==> config.mk <==
export PLATFORM = sky130hd
export DESIGN_NAME = dht_ctrl
export DESIGN_NICKNAME = d
export VERILOG_FILES = /design/src/hdl/dht_pkg.sv /design/src/hdl/dht_ctrl.sv
export VERILOG_INCLUDE_DIRS = /design/src /design/src/hdl
export SDC_FILE = /design/constraint.sdc
export NUM_CORES = 1
export LEC_CHECK = 0
export BUFFER_PORTS_ARGS = -buffer_cell sky130_fd_sc_hd__buf_2
export CAP_MARGIN = 10
export CORE_AREA = 2 2 39 41
export DETAILED_ROUTE_END_ITERATION = 10
export DIE_AREA = 0 0 41 43
export HOLD_SLACK_MARGIN = 0.03
export PLACE_DENSITY = 0.61
export SYNTH_ARGS = -nofsm -noshare
export SYNTH_HDL_FRONTEND = slang
export SYNTH_SLANG_ARGS = --single-unit
==> constraint.sdc <==
create_clock -name i_clk -period 2 [get_ports i_clk]
set_clock_uncertainty 0.2 [all_clocks]
set_input_delay 0.4 -clock i_clk [delete_from_list [all_inputs] [get_ports i_clk]]
set_output_delay 0.4 -clock i_clk [all_outputs]
set_load 0.02 [all_outputs]
==> src/hdl/double_hash_table_assert.svh <==
// Assertion macros used by the hash table controller.
`ifndef DOUBLE_HASH_TABLE_ASSERT_SVH
`define DOUBLE_HASH_TABLE_ASSERT_SVH

// Same-cycle implication, sampled on i_clk, off during reset.
`define DHT_ASSERT_NOW(lbl, ante, cons, msg) \
    lbl: assert property (@(posedge i_clk) disable iff (!i_rst_n) (ante) |-> (cons)) \
        else $error(msg);

// Next-cycle implication, sampled on i_clk, off during reset.
`define DHT_ASSERT_NEXT(lbl, ante, cons, msg) \
    lbl: assert property (@(posedge i_clk) disable iff (!i_rst_n) (ante) |=> (cons)) \
        else $error(msg);

`endif

==> src/hdl/dht_pkg.sv <==
// Package of shared constants, codes and controller/datapath interface types.
package dht_pkg;

    localparam int TABLE_SLOTS_DEF  = 1021;
    localparam int PAYLOAD_BITS_DEF = 32;

    localparam int KEY_W        = 31;
    localparam int IN_PAY_W     = 32;
    localparam int STATUS_W     = 2;
    localparam int SLOT_FIELD_W = 10;
    localparam int OUT_PAY_W    = 32;

    localparam int HASH_RADIX   = 4;
    localparam int HASH_GROUPS  = (KEY_W + HASH_RADIX - 1) / HASH_RADIX;
    localparam int KEY_PAD_W    = HASH_GROUPS * HASH_RADIX;

    typedef enum logic [STATUS_W-1:0] {
        ST_INSERTED  = 2'd0,
        ST_FOUND     = 2'd1,
        ST_NOT_FOUND = 2'd2,
        ST_FULL      = 2'd3
    } t_status;

    typedef struct packed {
        logic    clr_step;
        logic    load;
        logic    hash_run;
        logic    probe_init;
        logic    rd_en;
        logic    probe_adv;
        logic    wr_en;
        logic    out_load;
        t_status res_status;
    } t_dp_cmd;

    typedef struct packed {
        logic clr_last;
        logic hash_done;
        logic is_lookup;
        logic slot_free;
        logic key_match;
        logic last_probe;
    } t_dp_sts;

endpackage

==> src/hdl/dht_ctrl.sv <==
// Controller: clearing pass, hash, probe walk and result handshake sequencing.
`include "double_hash_table_assert.svh"

module dht_ctrl (
    input  logic             i_clk,
    input  logic             i_rst_n,
    input  logic             i_in_valid,
    output logic             o_in_ready,
    output logic             o_out_valid,
    input  logic             i_out_ready,
    input  dht_pkg::t_dp_sts i_sts,
    output dht_pkg::t_dp_cmd o_cmd
);

    typedef enum logic [4:0] {
        S_CLEAR = 5'b00001,
        S_IDLE  = 5'b00010,
        S_HASH  = 5'b00100,
        S_READ  = 5'b01000,
        S_CHECK = 5'b10000
    } t_state;

    t_state r_state;
    t_state n_state;
    logic   r_out_valid;
    logic   n_out_valid;
    logic   out_free;

    assign out_free = !r_out_valid || i_out_ready;

    always_comb begin
        n_state = r_state;
        o_cmd   = '0;
        unique case (r_state)
            S_CLEAR: begin
                o_cmd.clr_step = 1'b1;
                if (i_sts.clr_last) begin
                    n_state = S_IDLE;
                end
            end
            S_IDLE: begin
                if (i_in_valid) begin
                    o_cmd.load = 1'b1;
                    n_state    = S_HASH;
                end
            end
            S_HASH: begin
                if (i_sts.hash_done) begin
                    o_cmd.probe_init = 1'b1;
                    n_state          = S_READ;
                end else begin
                    o_cmd.hash_run = 1'b1;
                end
            end
            S_READ: begin
                o_cmd.rd_en = 1'b1;
                n_state     = S_CHECK;
            end
            S_CHECK: begin
                priority if (i_sts.slot_free) begin
                    if (out_free) begin
                        o_cmd.out_load = 1'b1;
                        n_state        = S_IDLE;
                        if (i_sts.is_lookup) begin
                            o_cmd.res_status = dht_pkg::ST_NOT_FOUND;
                        end else begin
                            o_cmd.wr_en      = 1'b1;
                            o_cmd.res_status = dht_pkg::ST_INSERTED;
                        end
                    end
                end else if (i_sts.is_lookup && i_sts.key_match) begin
                    if (out_free) begin
                        o_cmd.out_load   = 1'b1;
                        o_cmd.res_status = dht_pkg::ST_FOUND;
                        n_state          = S_IDLE;
                    end
                end else if (i_sts.last_probe) begin
                    if (out_free) begin
                        o_cmd.out_load   = 1'b1;
                        o_cmd.res_status = dht_pkg::ST_FULL;
                        n_state          = S_IDLE;
                    end
                end else begin
                    o_cmd.probe_adv = 1'b1;
                    n_state         = S_READ;
                end
            end
            default: begin
                n_state = S_CLEAR;
            end
        endcase
    end

    always_comb begin
        n_out_valid = r_out_valid;
        if (o_cmd.out_load) begin
            n_out_valid = 1'b1;
        end else if (i_out_ready) begin
            n_out_valid = 1'b0;
        end
    end

    always_ff @(posedge i_clk) begin
        if (!i_rst_n) begin
            r_state     <= S_CLEAR;
            r_out_valid <= 1'b0;
        end else begin
            r_state     <= n_state;
            r_out_valid <= n_out_valid;
        end
    end

    assign o_in_ready  = (r_state == S_IDLE);
    assign o_out_valid = r_out_valid;

    `DHT_ASSERT_NOW(a_write_free_insert, o_cmd.wr_en, i_sts.slot_free && !i_sts.is_lookup, "write to a used slot or on lookup")
    `DHT_ASSERT_NOW(a_no_result_overwrite, o_cmd.out_load, !r_out_valid || i_out_ready, "pending result overwritten")
    `DHT_ASSERT_NOW(a_walk_bounded, o_cmd.probe_adv, !i_sts.last_probe, "probe walk past table size")
    `DHT_ASSERT_NEXT(a_clear_once, r_state == S_IDLE, r_state != S_CLEAR, "clearing pass restarted")

endmodule

==> metrics.cfg, run 1 <==
[yosys]
synth_seq_cells = 6
ys.flop_type = dfxtp_1
yosysTopAreaCell = dfxtp_1
synth_area_um2 = 392
synth_top_area_share_pct = 30.7
synth_cell_types = 23
yosys-top-cells-area = dfxtp_1 (31%), nor2_1 (6.7%), nor2b_1 (6.4%)
yosysSeqAreaShare_pct = 30.7
synth_warnings = 0
synth_edf_count = 0
synth_cells = 48
yosys-top-cells-count = nor2_1 (7), dfxtp_1 (6), nand3_1 (4), nor2b_1 (4)
synth_fp_nets = 58
yosys.cell_count.top_type = nor2_1
ys_async_sr_fraction_pct = 0
synth_area_per_cell_um2 = 8.16

[sta]
final.min_clock_period_ns = 2.10
hold_viol = 0
finalCritPeriodShare_pct = 105
max_freq_mhz = 476
setup_violations = 2
tightest_slew_ns = 0.314
rsz0062_at_grt = yes
slew_violations = 0
tns_ns = -0.155
fin_ws_ns = -0.0988
worst_slew_margin_rel_pct = 78.8
holdWs_ns = 0.177

[placed_design]
gp_congestion = 0.778
hpwl_um = 761
port_buffers = 21
placed_area_um2 = 509

[setup_path]
crit_chain = nand2b_4 -> or4_4 -> inv_2 -> and2_4 -> buf_6
arrival_ns = 1.50
cpMaxStageDelayCell = or4_4
cp_top_family = simple AND/OR/NAND/NOR gates
start_kind = flop
cp_num_buf_inv = 2
required_ns = 1.40
crit_fanout = 7
max_stage_delay_ns = 0.44
critical_path_class = reg -> out
end_kind = output port

[route]
antenna_left = 0
drcViolationCount = 0
drt-initial-drc-count = 9
vias = 470
routed_wirelength_mm = 1.04
drt_pass1_iterations = 4
avgRoutedWirePerCell_um = 11.4
viasPerCell = 5.16

[cts]
cts_hold_buffers = 0
cts_max_path_buffers = 2
cts_sinks = 6
cts_max_level = 1
clkLatencyLatePin_ns = 0.24
cts_tree = built
cts_root_buf = clkbuf_4
numCtsBuffers = 3
clkTransAtPathRegs_ns = 0.05

[grt]
grtUsageTotal_pct = 12.5
grt_overflow_total = 0
grt_pass1_wl_mm = 1.48
grt_pass1_vias = 399
grt_max_degree = 8
antenna_found_initial = 0

[outcome]
failed_checks = negative setup slack
status = complete, but fails checks

[floorplan]
start_util_pct = 28.3
core-area_um2 = 1380
fp.dieH_um = 43
die_w_um = 41
row_count = 14
die_area_um2 = 1760
io_pins = 22

[power]
p_leak_nw = 0.289
power_density_nw_per_um2 = 460
ir_drop_v = 0.000287

[finish]
final_nets = 87
syn2layout_area_growth_pct = 63.6
finalInstanceArea_um2 = 641
drive_gt1_share_pct = 62.7
num_antenna_cells = 0

[hold_path]
min_path_type = in -> reg

[flow_run]
max-cap-violations = 0

==> cells in the final DEF (no fill, tap or decap), drive strengths merged, types with 3 or more instances in the layout <==
| cell type | instances |
|---|---|
| buf | 25 |
| nor2 | 7 |
| dfxtp | 6 |
| nor2b | 4 |
| nand3 | 4 |
| nand2 | 3 |
| o21a | 3 |
| clkbuf | 3 |
==> registers in the layout (all words and copies together) (netlist names) <==
register     count
r_state          5
o_out_valid      1
==> cell families (layout without fill, tap and decap cells) <==
family | Yosys count | after routing | synth area share (%)
flip-flops | 6 | 6 | 30.7
buffers and inverters | 3 | 30 | 3.84
AND/OR/NAND/NOR | 29 | 29 | 47.0
AO/OA/AOI/OAI | 10 | 10 | 18.5
==> cell type report <==
class	count	area (µm²)
Multi-Input combinational cell	39	300
Tap cell	16	20.0
Clock buffer	3	22.5
Sequential cell	6	130
Timing Repair Buffer	25	160
Inverter	2	7.51
Fill cell	137	743
==> report_power, final <==
group          switching [W]  internal, W  leakage (nW)
registers         0.00000753     0.000123        0.0513
clock network      0.0000423    0.0000678        0.0138
logic              0.0000274    0.0000267         0.224
==> final timing paths <==
check,from,to,slack (ns),cells past startpoint
worst max-delay path,r_state[2]$_SDFFE_PN0P_,o_cmd[8],-0.1,5
worst min-delay path,i_rst_n,r_state[0]$_SDFFE_PN1P_,0.18,2
worst max register to register,r_state[1]$_SDFFE_PN0P_,r_state[3]$_SDFFE_PN0P_,0.33,5
worst min register to register,o_out_valid$_SDFFE_PN0P_,o_out_valid$_SDFFE_PN0P_,0.38,2
==> metal layers <==
metal	GRT usage [%]	vias to the layer above	wire length, µm
met1	12.3	224	392
met3	1.57	0	58
met4	10.0	0	0
met5	0	-	0
met2	21.3	19	586
li1	-	227	-
==> metrics by stage <==
| stage | power, W | setup WS, ns | util (%) | cells |
|---|---|---|---|---|
| after global routing | 0.000312 | -0.143 | 46.3 | 91 |
| after CTS | 0.000297 | -0.119 | 40.7 | 87 |
| after detailed placement | 0.000178 | 0.0981 | 36.8 | 84 |
| final | 0.000294 | -0.0988 | 46.3 | 91 |
| after floorplan | 0.000158 | 0.0806 | - | 48 |
| after global placement | 0.000178 | 0.133 | 36.8 | 84 |
==> timing repair <==
item / in CTS / in global routing
resized for setup: 11 / 14
pin swaps: 1 / 3
buffers inserted: 0 / 4
endpoints found under the setup margin: 7 / 8
cloned: 0 / 0
Note: power is estimated with default switching activity, not from simulation.
==> run 2, diff against run 1 <==
- CELL_PAD_IN_SITES_DETAIL_PLACEMENT: not set -> 0
- CELL_PAD_IN_SITES_GLOBAL_PLACEMENT: not set -> 1
- CORE_AREA: 2 2 39 41 -> not set
- CORE_MARGIN: not set -> 2
- CORE_UTILIZATION: not set -> 27
- DIE_AREA: 0 0 41 43 -> not set
- PLACE_DENSITY: 0.61 -> 0.76
==> run 2 against run 1 <==
Against the previous run:
- largest cell class unchanged
- non-clock buffer count fell by 2
- via count is 8.7% lower
- die area grew 0.46%
- fmax grew 0.37%
- utilization is 1.4 points lower
- sequential share of layout area is 0.77 points higher
- the run still ends with negative setup slack left
- register-to-register slack better by 0.03 ns
==> metrics.cfg, run 2 (synthesis gave the netlist of run 1 again) <==
[sta]
fin_ws_ns = -0.0911
final.min_clock_period_ns = 2.09
rsz0062_at_grt = yes
max_freq_mhz = 478
tns_ns = -0.143
setup_violations = 3
hold_viol = 0
finalCritPeriodShare_pct = 105
tightest_slew_ns = 0.399
slew_violations = 0
worst_slew_margin_rel_pct = 73.1

[flow_run]
max-cap-violations = 0

[setup_path]
required_ns = 1.40
end_kind = output port
start_kind = flop
arrival_ns = 1.49
crit_fanout = 6
critical_path_class = reg -> out

[placed_design]
dp.cells = 83
port_buffers = 21
gp_congestion = 0.695
hpwl_um = 727

[route]
antenna_left = 0
viasPerCell = 4.88
drt_pass1_iterations = 2
drt-initial-drc-count = 2
routed_wirelength_um = 952
vias = 429
drcViolationCount = 0
avgRoutedWirePerCell_um = 10.8

[finish]
num_antenna_cells = 0
layout.cells.most_common = buf_2
mostFrequentLayoutCells = buf_2 (16), nor2_1 (7), buf_4 (6)
final_nets = 85
syn2layout_area_growth_pct = 53.0
drive_gt1_share_pct = 54.8
top_register = r_state
final_cells = 88
largest_reg_flops = 5

[grt]
grt_util_met3_pct = 5.17
top_usage_layer = met2
grt_overflow_total = 0
grtUsageTotal_pct = 11.4
grt_use_met2_pct = 16.3
grt_pass1_vias = 388
antenna_found_initial = 0
grt_max_degree = 8
grt_pass1_wl_mm = 1.53
grtUsageMet1_pct = 13.7

[hold_path]
min_path_type = in -> reg

[power]
p_int_w = 0.000217
combPwrFrac_pct = 18.0
p_leak_nw = 0.274
power_density_nw_per_um2 = 488
ir_drop_v = 0.000246
p_clk_share_pct = 37.5
p_total_w = 0.000293
seqPwrFrac_pct = 44.5
p_switching_w = 0.0000761
switching_share_pct = 26.0

[cts]
numCtsBuffers = 3
clkTransAtPathRegs_ns = 0.04
cts_max_path_buffers = 2
cts_sinks = 6
cts_hold_buffers = 0
clkLatencyLatePin_ns = 0.24
cts_root_buf = clkbuf_4
cts_max_level = 1
cts_tree = built

[floorplan]
start_util_pct = 29.4
fp.dieH_um = 42.1
die_area_um2 = 1770
die_w_um = 42.1
io_pins = 22
row_count = 13
core-area_um2 = 1330

[outcome]
failed_checks = negative setup slack
status = complete, but fails checks

run 2: cell type report:
class                      instances  area, µm²
tap                               15       18.8
fill                             143        734
multi-input combinational         39        288
timing repair buffer              23        136
sequential                         6        126
clock buffer                       3       22.5
inverter                           2       7.51
run 2: path summary, 6_finish.rpt:
check	from	end	slack, ns	cells after the start
setup / recovery	r_state[2]$_SDFFE_PN0P_	o_cmd[8]	-0.09	5
hold / removal	i_rst_n	r_state[0]$_SDFFE_PN1P_	0.17	2
setup reg to reg	r_state[1]$_SDFFE_PN0P_	r_state[3]$_SDFFE_PN0P_	0.36	5
hold reg to reg	o_out_valid$_SDFFE_PN0P_	o_out_valid$_SDFFE_PN0P_	0.39	2
run 2: timing repair:
item                       4_1_cts  5_1_grt
buffers inserted                 0        2
setup endpoints to repair        6        8
pin swaps                        0        4
gates resized for setup          3       13
run 2: per-stage QoR:
| step | util (%) | instance area, µm² | setup slack [ns] | hold slack, ns |
|---|---|---|---|---|
| floorplan | - | 392 | 0.0806 | 0.262 |
| global route | 44.9 | 599 | -0.147 | 0.183 |
| detailed placement | 38.1 | 508 | 0.112 | 0.363 |
| finish | 44.9 | 599 | -0.0911 | 0.175 |
| global placement | 38.1 | 508 | 0.124 | 0.367 |
| CTS | 40.1 | 534 | -0.0939 | 0.171 |
run 2: power groups by stage:
stage               sequential [W]  clock (W)  combinational [W]
CTS                       0.000129   0.000113          0.0000485
detailed placement        0.000131          0          0.0000479
finish                    0.000130   0.000110          0.0000526
global placement          0.000131          0          0.0000479
global route              0.000131   0.000120          0.0000589
floorplan                 0.000130          0          0.0000281
run 2: per-layer routing:
metal	vias up	routed length [µm]
met2	19	443
met3	0	98
met1	186	409
li1	224	-
met5	-	0
met4	0	0
run 2: critical path: stages, from the launching register on:
cell	delay, ns
dfxtp_4	0.36
nand2b_4	0.13
or4_4	0.44
inv_2	0.07
and2_4	0.14
buf_6	0.11
==> run 3, diff against run 2 <==
- BUFFER_PORTS_ARGS: -buffer_cell sky130_fd_sc_hd__buf_2 -> -buffer_cell sky130_fd_sc_hd__clkbuf_2
==> run 3 against run 2 <==
Against the previous run:
- the run still ends with negative setup slack left
- sequential cell count is the same
- utilization increased by 1.8 points
- first-iteration DRC count rose to 2.5 times the previous value
- cell count grew 1.1%
- fmax grew 0.68%
- non-clock buffer count is 1 higher
- largest cell class unchanged
==> metrics.cfg, run 3 (synthesis gave the netlist of run 1 again) <==
[outcome]
status = complete, but fails checks
failed_checks = negative setup slack

[placed_design]
dp.cells = 83
placed_area_um2 = 508
port_buffers = 21
hpwl_um = 726
gp_congestion = 0.690

[sta]
max_freq_mhz = 481
slew_violations = 0
tightest_slew_ns = 0.396
setup_violations = 1
finalCritPeriodShare_pct = 104
tns_ns = -0.0769
final.min_clock_period_ns = 2.08
hold_viol = 0
rsz0062_at_grt = yes
worst_slew_margin_rel_pct = 73.2
fin_ws_ns = -0.0769

[floorplan]
die_w_um = 42.1
start_util_pct = 29.4
fp.dieH_um = 42.1
die_area_um2 = 1770
row_count = 13
io_pins = 22
core-area_um2 = 1330

[setup_path]
max_stage_delay_ns = 0.44
crit_cells = 5
startpoint = r_state[2]$_SDFFE_PN0P_
crit-reg2reg-capture = r_state[3]$_SDFFE_PN0P_
ff2ff_path_depth = 5
end_kind = output port
start_kind = flop
arrival_ns = 1.48
critical_path_class = reg -> out
required_ns = 1.40
cpMaxStageDelayCell = or4_4
setup.worst_path.end = o_cmd[8]
cp_num_buf_inv = 2
crit_fanout = 4
rrSetupSlack_ns = 0.34
r2r-start = r_state[2]$_SDFFE_PN0P_
cp_top_family = simple AND/OR/NAND/NOR gates
crit_chain = nand2b_1 -> or4_4 -> inv_2 -> and2_4 -> buf_8

[grt]
grt_pass1_vias = 426
grt_max_degree = 8
antenna_found_initial = 0
grt_pass1_wl_mm = 1.68
grt_overflow_total = 0
grtUsageTotal_pct = 12.0

[finish]
drive_gt1_share_pct = 59.5
largest_reg_flops = 5
final_nets = 86
num_antenna_cells = 0
top_register = r_state
layout.cells.most_common = clkbuf_2
finalCoreUtilization_pct = 46.7
syn2layout_area_growth_pct = 59.1
final_cells = 89
finalInstanceArea_um2 = 623
mostFrequentLayoutCells = clkbuf_2 (14), buf_4 (7), nor2_1 (6)

[flow_run]
max-cap-violations = 0

[power]
power_density_nw_per_um2 = 464
ir_drop_v = 0.000348
p_total_w = 0.000289
p_leak_nw = 0.283

[route]
drcViolationCount = 0
routed_wirelength_um = 919
drt_pass1_iterations = 4
vias = 444
avgRoutedWirePerCell_um = 10.3
drt-initial-drc-count = 5
antenna_left = 0
viasPerCell = 4.99

[cts]
numCtsBuffers = 3
cts_tree = built
cts_max_level = 1
clkLatencyLatePin_ns = 0.24
clkTransAtPathRegs_ns = 0.05
cts_hold_buffers = 0
cts_max_path_buffers = 2
cts_sinks = 6
cts_root_buf = clkbuf_4

[hold_path]
min_path_type = in -> reg

## run 3: report_power, final
group          leakage, nW  total (W)  internal (W)  switching [W]
Combinational        0.218  0.0000518     0.0000245      0.0000273
Clock               0.0138   0.000108     0.0000676      0.0000403
Sequential          0.0503   0.000129      0.000123     0.00000625
Total                0.283   0.000289      0.000215      0.0000738
## run 3: what timing repair did
item,in CTS,in global routing
setup endpoints to repair,7,8
pin swaps,4,2
buffers inserted,2,1
gates resized for setup,18,9
gates cloned,0,0
## run 3: metal layers
layer  track usage, %  vias up  share of wire [%]  wire length, µm
met5                0        -                  0                0
li1                 -      230                  -                -
met1             13.9      193                 43              396
met3             4.31        0                 11              103
met2             20.6       21                 46              420
met4             3.75        0                  0                0
## run 3: worst register-to-register path, delay by kind of cell (launching register included)
kind / cells / cell delay (ns)
buffers and inverters: 1 / 0.15
AO/OA/AOI/OAI: 1 / 0.18
flip-flops: 1 / 0.35
AND/OR/NAND/NOR: 3 / 0.69
## run 3: worst min-delay path by stage
stage	start	end	slack, ns	depth (start not counted)
after floorplan	i_rst_n	r_state[0]$_SDFFE_PN1P_	0.26	1
after global routing	i_rst_n	r_state[0]$_SDFFE_PN1P_	0.19	2
after global placement	o_out_valid$_SDFFE_PN0P_	o_out_valid$_SDFFE_PN0P_	0.37	2
final	i_rst_n	r_state[0]$_SDFFE_PN1P_	0.18	2
after CTS	i_rst_n	r_state[0]$_SDFFE_PN1P_	0.18	2
after detailed placement	o_out_valid$_SDFFE_PN0P_	o_out_valid$_SDFFE_PN0P_	0.37	2
## run 3: per-stage QoR
stage / hold slack (ns) / setup slack [ns]
3_3_place_gp: 0.370 / 0.114
5_1_grt: 0.190 / -0.134
4_1_cts: 0.179 / -0.102
3_5_place_dp: 0.368 / 0.101
6_report: 0.183 / -0.0769
2_1_floorplan: 0.262 / 0.0806
## run 3: final cells by class
cell class / count / area [µm²]
inverters: 2 / 7.51
clock buffers: 3 / 22.5
fillers: 144 / 711
well taps: 15 / 18.8
repair buffers: 24 / 156
flip-flops and latches: 6 / 128
multi-input cells: 39 / 290
